<file path="config.mk">
export PLATFORM = sky130hd
export DESIGN_NAME = clock_tempo_detector_note_lengths_top
export DESIGN_NICKNAME = d
export VERILOG_FILES = /design/src/rtl/ctdnl_pkg.sv /design/src/rtl/ctdnl_ctrl.sv /design/src/rtl/ctdnl_datapath.sv /design/src/rtl/clock_tempo_detector_note_lengths_top.sv
export SDC_FILE = /design/constraint.sdc
export NUM_CORES = 2
export LEC_CHECK = 0
export ABC_AREA = 0
export BUFFER_PORTS_ARGS = -buffer_cell sky130_fd_sc_hd__clkbuf_2
export CORE_MARGIN = 2
export CORE_UTILIZATION = 45
export CTS_CLUSTER_DIAMETER = 50
export DETAILED_ROUTE_END_ITERATION = 6
export PLACE_DENSITY_LB_ADDON = 0.25
export SYNTH_ARGS = -nofsm -noshare
export SYNTH_HDL_FRONTEND = slang
export SYNTH_SLANG_ARGS = --single-unit
</file>
<file path="constraint.sdc">
create_clock -name clock -period 11.5 [get_ports clock]
set_input_delay 0.575 -clock clock [delete_from_list [all_inputs] [get_ports clock]]
set_output_delay 0.575 -clock clock [all_outputs]
set_load 0.01 [all_outputs]
</file>
<file path="src/rtl/ctdnl_pkg.sv">
// shared types, codes and note table for the clock tempo detector
`default_nettype none
package ctdnl_pkg;

   localparam int NOTE_COUNT = 16;
   localparam int NOTE_IDX_W = 4;
   localparam int TICK_W     = 20;
   localparam int DIV_N_W    = 29;
   localparam int DIV_D_W    = 21;
   localparam int DIV_CNT_W  = 5;
   localparam int CSR_IDX_W  = 3;
   localparam int CSR_DATA_W = 19;

   localparam logic [TICK_W-1:0] TICK_MAX = 20'hFFFFF;
   localparam logic [22:0]       US_MAX   = 23'h7FFFFF;
   localparam logic [17:0]       MHZ_MAX  = 18'h3FFFF;
   localparam logic [9:0]        BPM_OOR  = 10'd999;

   // register indexes
   localparam logic [CSR_IDX_W-1:0] REG_SAMPLE_RATE  = 3'd0;
   localparam logic [CSR_IDX_W-1:0] REG_TRIGGER_HIGH = 3'd1;
   localparam logic [CSR_IDX_W-1:0] REG_TRIGGER_LOW  = 3'd2;
   localparam logic [CSR_IDX_W-1:0] REG_LOCK_TOL     = 3'd3;
   localparam logic [CSR_IDX_W-1:0] REG_TIMEOUT      = 3'd4;
   localparam logic [CSR_IDX_W-1:0] REG_LIGHT        = 3'd5;

   // tempo status codes
   localparam logic [1:0] STATUS_NO_LOCK = 2'd0;
   localparam logic [1:0] STATUS_VALID   = 2'd1;
   localparam logic [1:0] STATUS_OOR     = 2'd2;

   typedef enum logic [3:0] {
      ST_IDLE,
      ST_EDGE,
      ST_BPM_START,
      ST_BPM_WAIT,
      ST_FINISH,
      ST_PREP,
      ST_US_WAIT,
      ST_MHZ_WAIT,
      ST_SEND
   } state_type;

   typedef struct packed {
      logic capture;
      logic edge_step;
      logic start_bpm;
      logic finish;
      logic start_us;
      logic start_mhz;
      logic store_us;
      logic store_mhz;
      logic load_blank;
      logic next_note;
   } cmd_type;

   typedef struct packed {
      logic div_done;
      logic emit;
      logic last_note;
   } sts_type;

   // note length as num/den beats
   function automatic logic [2:0] note_num(input logic [NOTE_IDX_W-1:0] k);
      case (k)
         4'd0:    note_num = 3'd4;
         4'd1:    note_num = 3'd3;
         4'd2:    note_num = 3'd2;
         4'd3:    note_num = 3'd4;
         4'd4:    note_num = 3'd3;
         4'd7:    note_num = 3'd3;
         4'd10:   note_num = 3'd3;
         4'd13:   note_num = 3'd3;
         4'd6:    note_num = 3'd2;
         default: note_num = 3'd1;
      endcase
   endfunction

   function automatic logic [4:0] note_den(input logic [NOTE_IDX_W-1:0] k);
      case (k)
         4'd0:    note_den = 5'd1;
         4'd1:    note_den = 5'd1;
         4'd2:    note_den = 5'd1;
         4'd3:    note_den = 5'd3;
         4'd4:    note_den = 5'd2;
         4'd5:    note_den = 5'd1;
         4'd6:    note_den = 5'd3;
         4'd7:    note_den = 5'd4;
         4'd8:    note_den = 5'd2;
         4'd9:    note_den = 5'd3;
         4'd10:   note_den = 5'd8;
         4'd11:   note_den = 5'd4;
         4'd12:   note_den = 5'd6;
         4'd13:   note_den = 5'd16;
         4'd14:   note_den = 5'd8;
         default: note_den = 5'd12;
      endcase
   endfunction

endpackage
`default_nettype wire

</file>
<file path="src/rtl/ctdnl_ctrl.sv">
// sequencing state machine for the clock tempo detector
`default_nettype none
module ctdnl_ctrl
   import ctdnl_pkg::*;
(
   input  wire     clock,
   input  wire     reset,
   input  wire     req_tvalid,
   output logic    req_tready,
   output logic    rsp_tvalid,
   input  wire     rsp_tready,
   input  sts_type sts,
   output cmd_type cmd
);

   state_type state_ff, state_in;

   always_ff @(posedge clock) begin
      if (reset) begin
         state_ff <= ST_IDLE;
      end else begin
         state_ff <= state_in;
      end
   end

   always_comb begin
      state_in   = state_ff;
      cmd        = '0;
      req_tready = 1'b0;
      rsp_tvalid = 1'b0;
      case (state_ff)
         ST_IDLE: begin
            req_tready = 1'b1;
            if (req_tvalid) begin
               cmd.capture = 1'b1;
               state_in    = ST_EDGE;
            end
         end
         ST_EDGE: begin
            cmd.edge_step = 1'b1;
            state_in      = ST_BPM_START;
         end
         ST_BPM_START: begin
            cmd.start_bpm = 1'b1;
            state_in      = ST_BPM_WAIT;
         end
         ST_BPM_WAIT: begin
            if (sts.div_done) begin
               state_in = ST_FINISH;
            end
         end
         ST_FINISH: begin
            cmd.finish = 1'b1;
            state_in   = ST_PREP;
         end
         ST_PREP: begin
            if (sts.emit) begin
               cmd.start_us = 1'b1;
               state_in     = ST_US_WAIT;
            end else begin
               cmd.load_blank = 1'b1;
               state_in       = ST_SEND;
            end
         end
         ST_US_WAIT: begin
            if (sts.div_done) begin
               cmd.store_us  = 1'b1;
               cmd.start_mhz = 1'b1;
               state_in      = ST_MHZ_WAIT;
            end
         end
         ST_MHZ_WAIT: begin
            if (sts.div_done) begin
               cmd.store_mhz = 1'b1;
               state_in      = ST_SEND;
            end
         end
         ST_SEND: begin
            rsp_tvalid = 1'b1;
            if (rsp_tready) begin
               if (sts.emit && !sts.last_note) begin
                  // step the note index first, the next division reads it
                  cmd.next_note = 1'b1;
                  state_in      = ST_PREP;
               end else begin
                  state_in = ST_IDLE;
               end
            end
         end
         default: state_in = ST_IDLE;
      endcase
   end

endmodule
`default_nettype wire

</file>
<file path="src/rtl/ctdnl_datapath.sv">
// tempo state, shared divider, config registers and result register
`default_nettype none
module ctdnl_datapath
   import ctdnl_pkg::*;
(
   input  wire                   clock,
   input  wire                   reset,
   input  wire  [31:0]           req_tdata,
   input  wire                   csr_valid,
   input  wire  [CSR_IDX_W-1:0]  csr_index,
   input  wire  [CSR_DATA_W-1:0] csr_data,
   input  cmd_type               cmd,
   output sts_type               sts,
   output logic [63:0]           rsp_tdata,
   output logic                  rsp_tuser,
   output logic                  rsp_tlast
);

   // configuration
   logic [17:0]        sample_rate_ff;
   logic signed [14:0] trig_high_mv_ff, trig_low_mv_ff;
   logic [9:0]         lock_tol_ff;
   logic [18:0]        timeout_ff;
   logic [14:0]        light_ticks_ff;

   // captured input
   logic               present_ff;
   logic signed [14:0] mv_ff;
   logic [14:0]        knob_ff;

   // tempo state
   logic              trig_ff, held_ff, lock_ff;
   logic [1:0]        edge_cnt_ff;
   logic [TICK_W-1:0] ticks_ff, ref_ff;
   logic [9:0]        prev_bpm_ff, bpm_ff;
   logic [14:0]       light_rem_ff;
   logic [1:0]        status_ff;
   logic              light_ff, emit_ff;

   // divider
   logic [DIV_D_W-1:0]   rem_ff, den_ff;
   logic [DIV_N_W-1:0]   quo_ff;
   logic [DIV_CNT_W-1:0] cnt_ff;
   logic                 busy_ff, done_ff;

   // result
   logic [NOTE_IDX_W-1:0] k_ff, idx_ff;
   logic [22:0]           us_ff;
   logic [17:0]           mhz_ff;
   logic                  nvalid_ff, last_ff;

   always_ff @(posedge clock) begin
      if (reset) begin
         sample_rate_ff  <= 18'd48000;
         trig_high_mv_ff <= 15'sd1000;
         trig_low_mv_ff  <= 15'sd0;
         lock_tol_ff     <= 10'd24;
         timeout_ff      <= 19'd96000;
         light_ticks_ff  <= 15'd4800;
      end else if (csr_valid) begin
         case (csr_index)
            REG_SAMPLE_RATE:  sample_rate_ff  <= csr_data[17:0];
            REG_TRIGGER_HIGH: trig_high_mv_ff <= signed'(csr_data[14:0]);
            REG_TRIGGER_LOW:  trig_low_mv_ff  <= signed'(csr_data[14:0]);
            REG_LOCK_TOL:     lock_tol_ff     <= csr_data[9:0];
            REG_TIMEOUT:      timeout_ff      <= csr_data[18:0];
            REG_LIGHT:        light_ticks_ff  <= csr_data[14:0];
            default: ;
         endcase
      end
   end

   always_ff @(posedge clock) begin
      if (cmd.capture) begin
         present_ff <= req_tdata[0];
         mv_ff      <= signed'(req_tdata[15:1]);
         knob_ff    <= req_tdata[30:16];
      end
   end

   // edge step
   logic              rise, trig_e, held_e, lock_e;
   logic [1:0]        cnt_e, status_e;
   logic [TICK_W-1:0] ticks_e, ref_e, diff;
   logic [14:0]       light_e;
   logic              low_hit;

   always_comb begin
      low_hit  = mv_ff <= trig_low_mv_ff;
      rise     = 1'b0;
      trig_e   = trig_ff;
      held_e   = held_ff;
      lock_e   = lock_ff;
      cnt_e    = edge_cnt_ff;
      status_e = status_ff;
      ticks_e  = ticks_ff;
      ref_e    = ref_ff;
      light_e  = light_rem_ff;
      diff     = (ref_ff > ticks_ff) ? ref_ff - ticks_ff : ticks_ff - ref_ff;
      if (trig_ff) begin
         if (low_hit) begin
            trig_e = 1'b0;
         end
      end else if (mv_ff >= trig_high_mv_ff) begin
         trig_e = 1'b1;
         rise   = 1'b1;
      end
      if (rise && !held_ff) begin
         if (edge_cnt_ff != 2'd3) begin
            cnt_e = edge_cnt_ff + 2'd1;
         end
         if (!lock_ff) begin
            light_e = light_ticks_ff;
         end
         held_e = 1'b1;
         if (cnt_e == 2'd2) begin
            lock_e = 1'b1;
            ref_e  = ticks_ff;
         end else if (cnt_e == 2'd3 && diff > {10'd0, lock_tol_ff}) begin
            lock_e   = 1'b0;
            cnt_e    = 2'd0;
            status_e = STATUS_NO_LOCK;
         end
         ticks_e = '0;
      end
      if (low_hit && held_e) begin
         held_e = 1'b0;
      end
   end

   // finishing step
   logic [15:0]       knob_c;
   logic [28:0]       knob_prod;
   logic [TICK_W-1:0] ticks_f;
   logic [9:0]        bpm_f;
   logic              emit_f, lock_f;
   logic [1:0]        cnt_f, status_f;

   always_comb begin
      knob_c    = (knob_ff < 15'd3000) ? 16'd3050 : {1'b0, knob_ff} + 16'd50;
      // divide by 100 as times 5243 / 2^19, exact over the whole knob range
      knob_prod = {13'd0, knob_c} * 29'd5243;
      ticks_f   = ticks_ff;
      bpm_f     = '0;
      emit_f    = 1'b0;
      lock_f    = lock_ff;
      cnt_f     = edge_cnt_ff;
      status_f  = status_ff;
      if (present_ff) begin
         if (lock_ff) begin
            if (ref_ff != '0 && quo_ff < {19'd0, BPM_OOR}) begin
               status_f = STATUS_VALID;
               bpm_f    = quo_ff[9:0];
               emit_f   = bpm_f != prev_bpm_ff;
            end else begin
               status_f = STATUS_OOR;
            end
         end
         if (ticks_ff != TICK_MAX) begin
            ticks_f = ticks_ff + 1'b1;
         end
         if (ticks_f > {1'b0, timeout_ff}) begin
            lock_f   = 1'b0;
            cnt_f    = 2'd0;
            status_f = STATUS_NO_LOCK;
         end
      end else begin
         lock_f   = 1'b0;
         cnt_f    = 2'd0;
         status_f = STATUS_VALID;
         bpm_f    = knob_prod[28:19];
         emit_f   = bpm_f != prev_bpm_ff;
      end
   end

   always_ff @(posedge clock) begin
      if (reset) begin
         trig_ff      <= 1'b0;
         held_ff      <= 1'b0;
         lock_ff      <= 1'b0;
         edge_cnt_ff  <= 2'd0;
         ticks_ff     <= '0;
         ref_ff       <= '0;
         prev_bpm_ff  <= '0;
         light_rem_ff <= '0;
         status_ff    <= STATUS_NO_LOCK;
         emit_ff      <= 1'b0;
         light_ff     <= 1'b0;
      end else if (cmd.edge_step) begin
         if (present_ff) begin
            trig_ff      <= trig_e;
            held_ff      <= held_e;
            lock_ff      <= lock_e;
            edge_cnt_ff  <= cnt_e;
            status_ff    <= status_e;
            ticks_ff     <= ticks_e;
            ref_ff       <= ref_e;
            light_rem_ff <= light_e;
         end
      end else if (cmd.finish) begin
         lock_ff     <= lock_f;
         edge_cnt_ff <= cnt_f;
         status_ff   <= status_f;
         ticks_ff    <= ticks_f;
         emit_ff     <= emit_f;
         bpm_ff      <= bpm_f;
         if (emit_f) begin
            prev_bpm_ff <= bpm_f;
         end
         light_ff <= light_rem_ff != '0;
         if (light_rem_ff != '0) begin
            light_rem_ff <= light_rem_ff - 1'b1;
         end
      end
   end

   // divider operands
   logic [2:0]         num_k;
   logic [4:0]         den_k;
   logic [DIV_N_W-1:0] div_n;
   logic [DIV_D_W-1:0] div_d;
   logic [24:0]        sr120;
   logic [14:0]        bpm_den;
   logic               div_go;

   always_comb begin
      num_k   = note_num(k_ff);
      den_k   = note_den(k_ff);
      sr120   = {7'd0, sample_rate_ff} * 25'd120;
      bpm_den = {5'd0, bpm_ff} * {10'd0, den_k};
      div_go  = cmd.start_bpm | cmd.start_us | cmd.start_mhz;
      if (cmd.start_bpm) begin
         // quotient only used while a clock is present
         div_n = {3'd0, {1'b0, sr120} + {6'd0, ref_ff}};
         div_d = {ref_ff, 1'b0};
      end else if (cmd.start_us) begin
         div_n = {26'd0, num_k} * 29'd120000000 + {14'd0, bpm_den};
         div_d = {5'd0, bpm_den, 1'b0};
      end else begin
         div_n = {14'd0, bpm_den} * 29'd100 + {26'd0, num_k} * 29'd3;
         div_d = {18'd0, num_k} * 21'd6;
      end
   end

   // restoring divider, one quotient bit per cycle
   logic [DIV_D_W:0] trial;
   logic             fits;

   always_comb begin
      trial = {rem_ff, quo_ff[DIV_N_W-1]};
      fits  = trial >= {1'b0, den_ff};
   end

   always_ff @(posedge clock) begin
      if (reset) begin
         busy_ff <= 1'b0;
         done_ff <= 1'b0;
         cnt_ff  <= '0;
      end else begin
         done_ff <= 1'b0;
         if (div_go) begin
            busy_ff <= 1'b1;
            cnt_ff  <= DIV_CNT_W'(DIV_N_W - 1);
         end else if (busy_ff) begin
            cnt_ff <= cnt_ff - 1'b1;
            if (cnt_ff == '0) begin
               busy_ff <= 1'b0;
               done_ff <= 1'b1;
            end
         end
      end
   end

   always_ff @(posedge clock) begin
      if (div_go) begin
         rem_ff <= '0;
         quo_ff <= div_n;
         den_ff <= div_d;
      end else if (busy_ff) begin
         rem_ff <= fits ? DIV_D_W'(trial - {1'b0, den_ff}) : trial[DIV_D_W-1:0];
         quo_ff <= {quo_ff[DIV_N_W-2:0], fits};
      end
   end

   // result register
   always_ff @(posedge clock) begin
      if (cmd.capture) begin
         k_ff <= '0;
      end else if (cmd.next_note) begin
         k_ff <= k_ff + 1'b1;
      end
      if (cmd.load_blank) begin
         nvalid_ff <= 1'b0;
         idx_ff    <= '0;
         us_ff     <= '0;
         mhz_ff    <= '0;
         last_ff   <= 1'b1;
      end
      if (cmd.store_us) begin
         if (bpm_ff == '0 || quo_ff > {6'd0, US_MAX}) begin
            us_ff <= US_MAX;
         end else begin
            us_ff <= quo_ff[22:0];
         end
      end
      if (cmd.store_mhz) begin
         mhz_ff    <= (quo_ff > {11'd0, MHZ_MAX}) ? MHZ_MAX : quo_ff[17:0];
         nvalid_ff <= 1'b1;
         idx_ff    <= k_ff;
         last_ff   <= k_ff == NOTE_IDX_W'(NOTE_COUNT - 1);
      end
   end

   assign sts.div_done  = done_ff;
   assign sts.emit      = emit_ff;
   assign sts.last_note = k_ff == NOTE_IDX_W'(NOTE_COUNT - 1);

   assign rsp_tdata = {5'd0, light_ff, lock_ff | ~present_ff, status_ff, prev_bpm_ff,
                       mhz_ff, us_ff, idx_ff};
   assign rsp_tuser = nvalid_ff;
   assign rsp_tlast = last_ff;

endmodule
`default_nettype wire

</file>
<file path="src/rtl/clock_tempo_detector_note_lengths_top.sv">
// top level of the clock tempo detector with note length table
//
// one req beat is one sample tick of the clock input plus the tempo knob.
// each tick answers with rsp beats: one blank beat (tuser 0), or, when the
// bpm in effect changes, sixteen note beats (tuser 1) with tlast on the last.
// config registers are written over the csr channel, always ready, and the user
// must write them only while idle; the block does not enforce it. a tick runs a
// 29-step restoring divider for the bpm, then a blank beat is offered, and the
// next req beat can be taken in the cycle after it leaves. a table's first note
// beat follows two more divisions; each further note needs two more divisions,
// started after the previous note is taken.
// one tick is worked at a time: req_tready is high only when all beats of the
// previous tick are taken. rsp payload sits in a register and holds while
// rsp_tready is low; the block simply waits.
// reset clears lock, counters and light and sets config registers to their defaults.
`default_nettype none
module clock_tempo_detector_note_lengths_top
   import ctdnl_pkg::*;
(
   input  wire                   clock,
   input  wire                   reset,
   // req beat
   input  wire                   req_tvalid,
   output logic                  req_tready,
   input  wire  [31:0]           req_tdata,  // clock_present, clock_mv, knob_centibpm
   // rsp beat
   output logic                  rsp_tvalid,
   input  wire                   rsp_tready,
   // note_index, note_us, note_millihz, tempo_bpm, tempo_status, locked, beat_light
   output logic [63:0]           rsp_tdata,
   output logic                  rsp_tuser,  // note_valid
   output logic                  rsp_tlast,  // last
   // config write
   input  wire                   csr_valid,
   output logic                  csr_ready,
   input  wire  [CSR_IDX_W-1:0]  csr_index,
   input  wire  [CSR_DATA_W-1:0] csr_data
);

   cmd_type cmd;
   sts_type sts;

   // writes must only come while idle, which is not enforced, so always take them
   assign csr_ready = 1'b1;

   ctdnl_ctrl u_ctrl (
      .clock      (clock),
      .reset      (reset),
      .req_tvalid (req_tvalid),
      .req_tready (req_tready),
      .rsp_tvalid (rsp_tvalid),
      .rsp_tready (rsp_tready),
      .sts        (sts),
      .cmd        (cmd)
   );

   ctdnl_datapath u_datapath (
      .clock     (clock),
      .reset     (reset),
      .req_tdata (req_tdata),
      .csr_valid (csr_valid),
      .csr_index (csr_index),
      .csr_data  (csr_data),
      .cmd       (cmd),
      .sts       (sts),
      .rsp_tdata (rsp_tdata),
      .rsp_tuser (rsp_tuser),
      .rsp_tlast (rsp_tlast)
   );

endmodule
`default_nettype wire
</file>
# Word level (Yosys, flattened, before mapping)
# Memories as Yosys holds them, arrays and structs flattened. A register that Yosys moved wholly into a read port is not among the register bits.
# Cells that the tools add are included.
[totals]
reg_bits = 340
latchBits = 0
ram_bits = 0
romBits = 128
memories = 2
[classes]
addsub = 12
n_mul = 7
div_mod_pow = 0
magnitude_cmp = 10
eq_ne = 33
shift = 0
n_mux = 108
bitwise_logic = 7
reduce_logical = 38
[memory_table]
columns = ["memory", "depth", "word_bits", "rd", "rd_ports_with_merged_regs", "write_ports", "line_no", "text"]
rows = [
  ["(no name shown)", 16, 5, 1, 1, 0, "ctdnl_pkg.sv:80", "case (k)"],
  ["(no name shown)", 16, 3, 1, 1, 0, "ctdnl_pkg.sv:65", "case (k)"],
]
[op_table]
columns = ["op", "n"]
rows = [
  ["$mux 20", 8],
  ["$mux 29", 4],
  ["$mux 15", 6],
  ["$mux 23", 3],
  ["$mux 18", 3],
  ["$mux 4", 12],
  ["$mux 2", 22],
  ["$mux 21", 2],
  ["$sub 20x20->20", 2],
  ["$mux 1", 39],
  ["$pmux 4 s9", 1],
  ["$mux 16", 2],
  ["$mux 10", 3],
  ["$add 29x15->29", 1],
  ["$gt 29x18->1 const B", 1],
  ["$gt 29x23->1 const B", 1],
  ["$lt 29x10->1 const B", 1],
  ["$mul 16x13->29 const B", 1],
  ["$add 25x20->26", 1],
  ["$add 22x5->23", 1],
  ["$ge 22x21->1", 1],
  ["$mul 18x4->22 const B", 1],
  ["$sub 21x21->21", 1],
  ["$add 20x1->20 const B", 1],
  ["other kinds (51)", 97],
]

# Logic depth before layout (Yosys ltp)
[depth]
ltp_word = 12
mapped_depth = 34
ltp_nobuf = 33

# By module
# Synthesis repeated with hierarchy kept, for this count alone.
[unflattened]
hier_cells = 3509
area_unflattened_um2 = 30400.4
[modules_own_cells]
columns = ["mod", "n_inst", "cells_per_inst", "area_per_inst_um2"]
rows = [
  ["ctdnl_datapath", 1, 3459, 30013.8],
  ["ctdnl_ctrl", 1, 48, 375.4],
  ["clock_tempo_detector_note_lengths_top", 1, 2, 11.3],
]

# Least setup slack after synthesis
# Ideal clock, no wire load.
[synth_timing]
kind = "register -> register"
startpoint = "register u_datapath.den_k[4] (netlist name)"
endpoint = "register u_datapath.quo_ff[20] (data pin)"
t_arrival_ns = 7.173
required_ns = 11.229
slack_ns = 4.056
stages_incl_launch_ff = 32
n_path_buf = 1
synth_period_minus_slack_ns = 7.444
path_cell_list = "dfxtp_1 > clkbuf_1 > nand2_1 > fa_1 > fa_1 > fa_1 > inv_1 > ha_1 > a21o_1 > a21oi_1 > o21bai_1 > a21oi_1 > nor2b_1 > o21a_1 > o21a_1 > or2_2 > inv_1 > ha_1 > ha_1 > inv_1 > fa_1 > inv_1 > ha_1 > nand3_1 > nor2_1 > o2111ai_1 > and3_1 > xnor2_1 > or3_1 > nor3_1 > mux2i_1 > o211ai_1"
[synth_via]
elab_chain_cells = 6
elab_cells_between_ends = 7
cone_classes = "add/sub: 2; mul: 2; mux: 3"
[synth_lines]
columns = ["item", "line_no", "text"]
rows = [
  ["$mul 10x5->15 (*)", "ctdnl_datapath.sv:230", "bpm_den = {5'd0, bpm_ff} * {10'd0, den_k};"],
  ["$mul 15x5->20", "ctdnl_datapath.sv:240", "div_n = {14'd0, bpm_den} * 29'd100 + {26'd0, num_k} * 29'd3;"],
  ["$add 22x5->23", "ctdnl_datapath.sv:240", ""],
  ["$mux 29 (*)", "ctdnl_datapath.sv:236", "end else if (cmd.start_us) begin"],
  ["$mux 29 (*)", "ctdnl_datapath.sv:232", "if (cmd.start_bpm) begin"],
  ["$mux 29 (*)", "ctdnl_datapath.sv:275", "if (div_go) begin"],
  ["end signal, assigned", "ctdnl_datapath.sv:277", "quo_ff <= div_n;"],
  ["end signal, assigned", "ctdnl_datapath.sv:281", "quo_ff <= {quo_ff[DIV_N_W-2:0], fits};"],
  ["end, declared", "ctdnl_datapath.sv:42", "logic [DIV_N_W-1:0] quo_ff;"],
]
# Mark *: on every way between the ends. The rest lies on a longest branch, timed or not.
# A chain may end at the register's enable or synchronous reset.

# Worst setup path after layout
[layout_timing]
startpoint = "register u_datapath.den_k[4] (netlist name)"
endpoint = "register u_datapath.quo_ff[20] (data pin)"
[layout_via]
elab_chain_cells = 6
elab_cells_between_ends = 7
cone_classes = "add/sub: 2; mul: 2; mux: 3"
[layout_lines]
columns = ["item", "line_no"]
rows = [
  ["$mul 10x5->15 (*)", "ctdnl_datapath.sv:230"],
  ["$mul 15x5->20", "ctdnl_datapath.sv:240"],
  ["$add 22x5->23", "ctdnl_datapath.sv:240"],
  ["$mux 29 (*)", "ctdnl_datapath.sv:236"],
  ["$mux 29 (*)", "ctdnl_datapath.sv:232"],
  ["$mux 29 (*)", "ctdnl_datapath.sv:275"],
]
# Marked as above.

==> impl_metrics.env <==
export IMPL_route_detailed_wl_per_inst_um=18.1
export IMPL_antenna_diode_count=0
export IMPL_fp_dieH_um=262
export IMPL_fin_worst_hold_slack_ns=0.157
export IMPL_kind_of_cell_with_the_highest_combined_delay_on_the_critical_path="adder cells"
export IMPL_cts_hold_buffers=0
export IMPL_cts_root_to_sink_buffers=3
export IMPL_fraction_of_the_yosys_area_taken_by_sequential_cells=0.278
export IMPL_timing_critical_path_mode_cell="sky130_fd_sc_hd__fa_1"
export IMPL_max_slew_violation_total_from_the_final_report=0
export IMPL_horizontal_extent_of_the_die_um=262
export IMPL_syn_inst=3465
export IMPL_h_tree_depth=2
export IMPL_maxSlewHeadroom=0.206
export IMPL_final_setup_viol_count=0
export IMPL_cts_post_setup_buffers_inserted=0
export IMPL_worst_hold_path_type="in2reg"
export IMPL_cts_buffers=44
export IMPL_worstPathMaxFanout=10
export IMPL_antenna_found_initial=0
export IMPL_postSynthRegisterBits=347
export IMPL_top_ff_cell_synth="sky130_fd_sc_hd__dfxtp_1"
export IMPL_clkLatencyLatePin_ns=0.60
export IMPL_floorplan_initialDensity=0.454
export IMPL_critical_path_class="reg2reg"
export IMPL_timing_final_crit_period_ns=8.26
export IMPL_maxCapViolations=0
export IMPL_status="completed"
export IMPL_boundaryPins=128
export IMPL_avgViaCountPerCell=5.52
export IMPL_grt_overflow_total=0
export IMPL_layout_nets=4092
export IMPL_power_per_cell_area_nw_per_um2=230
export IMPL_postLayoutCoreUtil=0.497
export IMPL_crit_required_ns=11.83
export IMPL_die_area_sq_um=68500
export IMPL_area_grow_syn2layout_pct=9.39
export IMPL_tns_ns=0
export IMPL_wl_mm=80.0
export IMPL_pin_count_of_the_biggest_net_entering_global_routing=99
export IMPL_ir_drop_uv=374
export IMPL_place_detailed_hpwl_mm=61.9
export IMPL_detail_route_drc_violations=0
export IMPL_tritoncts="built"
export IMPL_drive_above_1_share=0.0710
export IMPL_crit_buf_inv=3
export IMPL_synth_async_reset_ratio=0
export IMPL_yosysWarnings=0
export IMPL_number_of_global_route_vias_before_repair=22878
export IMPL_rsz0062_at_grt="no"
export IMPL_filler_cell_count=6251
export IMPL_synth_cell_type_count=83
export IMPL_postRouteAntennaNets=0
export IMPL_synthesis_area_sq_um=29900
export IMPL_fin_worst_skew_ns=0.0387
export IMPL_start_kind="flip-flop"
export IMPL_hold_violation_total_from_the_final_report=0
export IMPL_cts_repair_resized=0
export IMPL_leakage_nw=14.7
export IMPL_rrSetupSlack_ns=3.24
export IMPL_total_power_mw=7.51
export IMPL_synth_enable_flop_cells=136
export IMPL_timing_critical_path_arrival_ns=8.60
export IMPL_cts_clk_slew_worst_paths_ns=0.06
export IMPL_worstMarginPinSlew_ns=1.19
export IMPL_grt_pass1_wl_mm=125
export IMPL_num_rows=94
export IMPL_io_buffers=120
export IMPL_globalplace_congestion=0.946
export IMPL_numClockSinks=347
export IMPL_end_kind="flip-flop"
export IMPL_timing_critical_path_slowest_stage_cell="sky130_fd_sc_hd__fa_1"
export IMPL_detailedRoute_firstIterationViolations=1775
export IMPL_grt_total_usage=0.230
export IMPL_synth_avg_cell_area_sq_um=8.62
export IMPL_cts_root_buffer="sky130_fd_sc_hd__clkbuf_16"
export IMPL_core_region_area_sq_um=65700
export IMPL_timing_fmax_mhz=121
export IMPL_critical_path_max_stage_delay_ns=0.55
export IMPL_timing_final_crit_share=0.719
export IMPL_vias=24369
export IMPL_drt_pre_antenna_iters=7
## cell families (layout without fill, tap and decap cells)
kind of cell               count (synthesis)  in the layout  share of synthesized area
adders and majority gates                517            517                      0.255
DFF                                      347            347                      0.278
buffers and inverters                    533            615                     0.0683
muxes                                     50             50                     0.0169
and+or+nand+nor                         1082           1082                      0.170
xor gates and xnor gates                 169            169                     0.0505
other                                      2              6                   0.000251
AOI/OAI and AO/OA                        765            765                      0.161
## through the flow
| stage | worst slack, ns | instances | instance area, sq um |
|---|---|---|---|
| 2_1_floorplan | 4.06 | 3469 | 29900 |
| 3_3_place_gp | 3.38 | 4334 | 31200 |
| 3_5_place_dp | 3.19 | 4334 | 31200 |
| 4_1_cts | 3.17 | 4415 | 32700 |
| 5_1_grt | 2.62 | 4415 | 32700 |
| 6_report | 3.24 | 4415 | 32700 |
## registers in the layout, summed over array words and instances, names as in the netlist, 15 cells and up
signal                      flops
u_datapath.quo_ff              29
u_datapath.us_ff               23
u_datapath.rem_ff              21
u_datapath.den_ff              20
u_datapath.ref_ff              20
u_datapath.ticks_ff            20
u_datapath.timeout_ff          19
u_datapath.mhz_ff              18
u_datapath.sample_rate_ff      18
u_datapath.knob_ff             15
u_datapath.light_rem_ff        15
u_datapath.light_ticks_ff      15
u_datapath.mv_ff               15
u_datapath.trig_high_mv_ff     15
u_datapath.trig_low_mv_ff      15
## synth_stat cells (47+ instances only)
master | instances | area share
sky130_fd_sc_hd__a21o_1 | 56 | 0.014
sky130_fd_sc_hd__a21oi_1 | 269 | 0.045
sky130_fd_sc_hd__and2_1 | 53 | 0.011
sky130_fd_sc_hd__clkbuf_1 | 122 | 0.015
sky130_fd_sc_hd__dfxtp_1 | 211 | 0.14
sky130_fd_sc_hd__edfxtp_1 | 136 | 0.14
sky130_fd_sc_hd__fa_1 | 153 | 0.10
sky130_fd_sc_hd__ha_1 | 364 | 0.15
sky130_fd_sc_hd__inv_1 | 393 | 0.049
sky130_fd_sc_hd__mux2i_1 | 47 | 0.016
sky130_fd_sc_hd__nand2_1 | 350 | 0.044
sky130_fd_sc_hd__nand3_1 | 59 | 0.0099
sky130_fd_sc_hd__nor2_1 | 311 | 0.039
sky130_fd_sc_hd__nor3_1 | 62 | 0.010
sky130_fd_sc_hd__o21ai_0 | 151 | 0.025
sky130_fd_sc_hd__xnor2_1 | 102 | 0.030
sky130_fd_sc_hd__xor2_1 | 65 | 0.019
## cell usage in the layout (no fill, tap or decap), drive strengths merged, types with 27 or more instances in the layout
cell type	n
clkbuf	177
a22oi	28
dfxtp	211
nor3	62
mux2i	47
nand2b	34
xor2	65
and2	53
a21o	56
a211oi	31
nand2	350
nand4	38
a21oi	269
ha	364
o21ai	152
fa	153
edfxtp	136
nand3	59
nand3b	27
o21a	32
xnor2	102
nor4	27
inv	401
nor2	312
## cell type report
| cell class | count | area (sq um) | area share |
|---|---|---|---|
| multi-input combinational | 2589 | 19600 | 0.598 |
| sequential | 347 | 8310 | 0.254 |
| inverter | 393 | 1480 | 0.0451 |
| clock buffer | 58 | 1230 | 0.0378 |
| tap | 864 | 1080 | 0.0331 |
| timing repair buffer | 141 | 761 | 0.0233 |
| clock inverter | 23 | 267 | 0.00815 |
## report_power, final
group          total (mW)  internal, mW  switching, mW
Sequential           1.54          1.43          0.109
Clock                1.42         0.838          0.582
Combinational        4.55          1.90           2.66
Total                7.51          4.16           3.35
## routing by layer
layer,track usage,up-vias,part of all wire
met3,0.0320,117,0.053
met2,0.375,622,0.46
met1,0.319,11568,0.46
met4,0.0685,0,0.028
met5,0,-,0
li1,-,12062,-
## final timing paths
| check | start | endpoint | cells after the start |
|---|---|---|---|
| worst max-delay path | u_datapath.den_k[4]$_SDFF_PP0_ | u_datapath.quo_ff[20]$_DFFE_PP_ | 29 |
| worst min-delay path | req_tdata[5] | u_datapath.mv_ff[4]$_DFFE_PP_ | 1 |
| worst max register to register | u_datapath.den_k[4]$_SDFF_PP0_ | u_datapath.quo_ff[20]$_DFFE_PP_ | 29 |
| worst min register to register | u_datapath.timeout_ff[4]$_SDFFE_PP0P_ | u_datapath.timeout_ff[4]$_SDFFE_PP0P_ | 2 |
(Power assumes the default switching activity.)
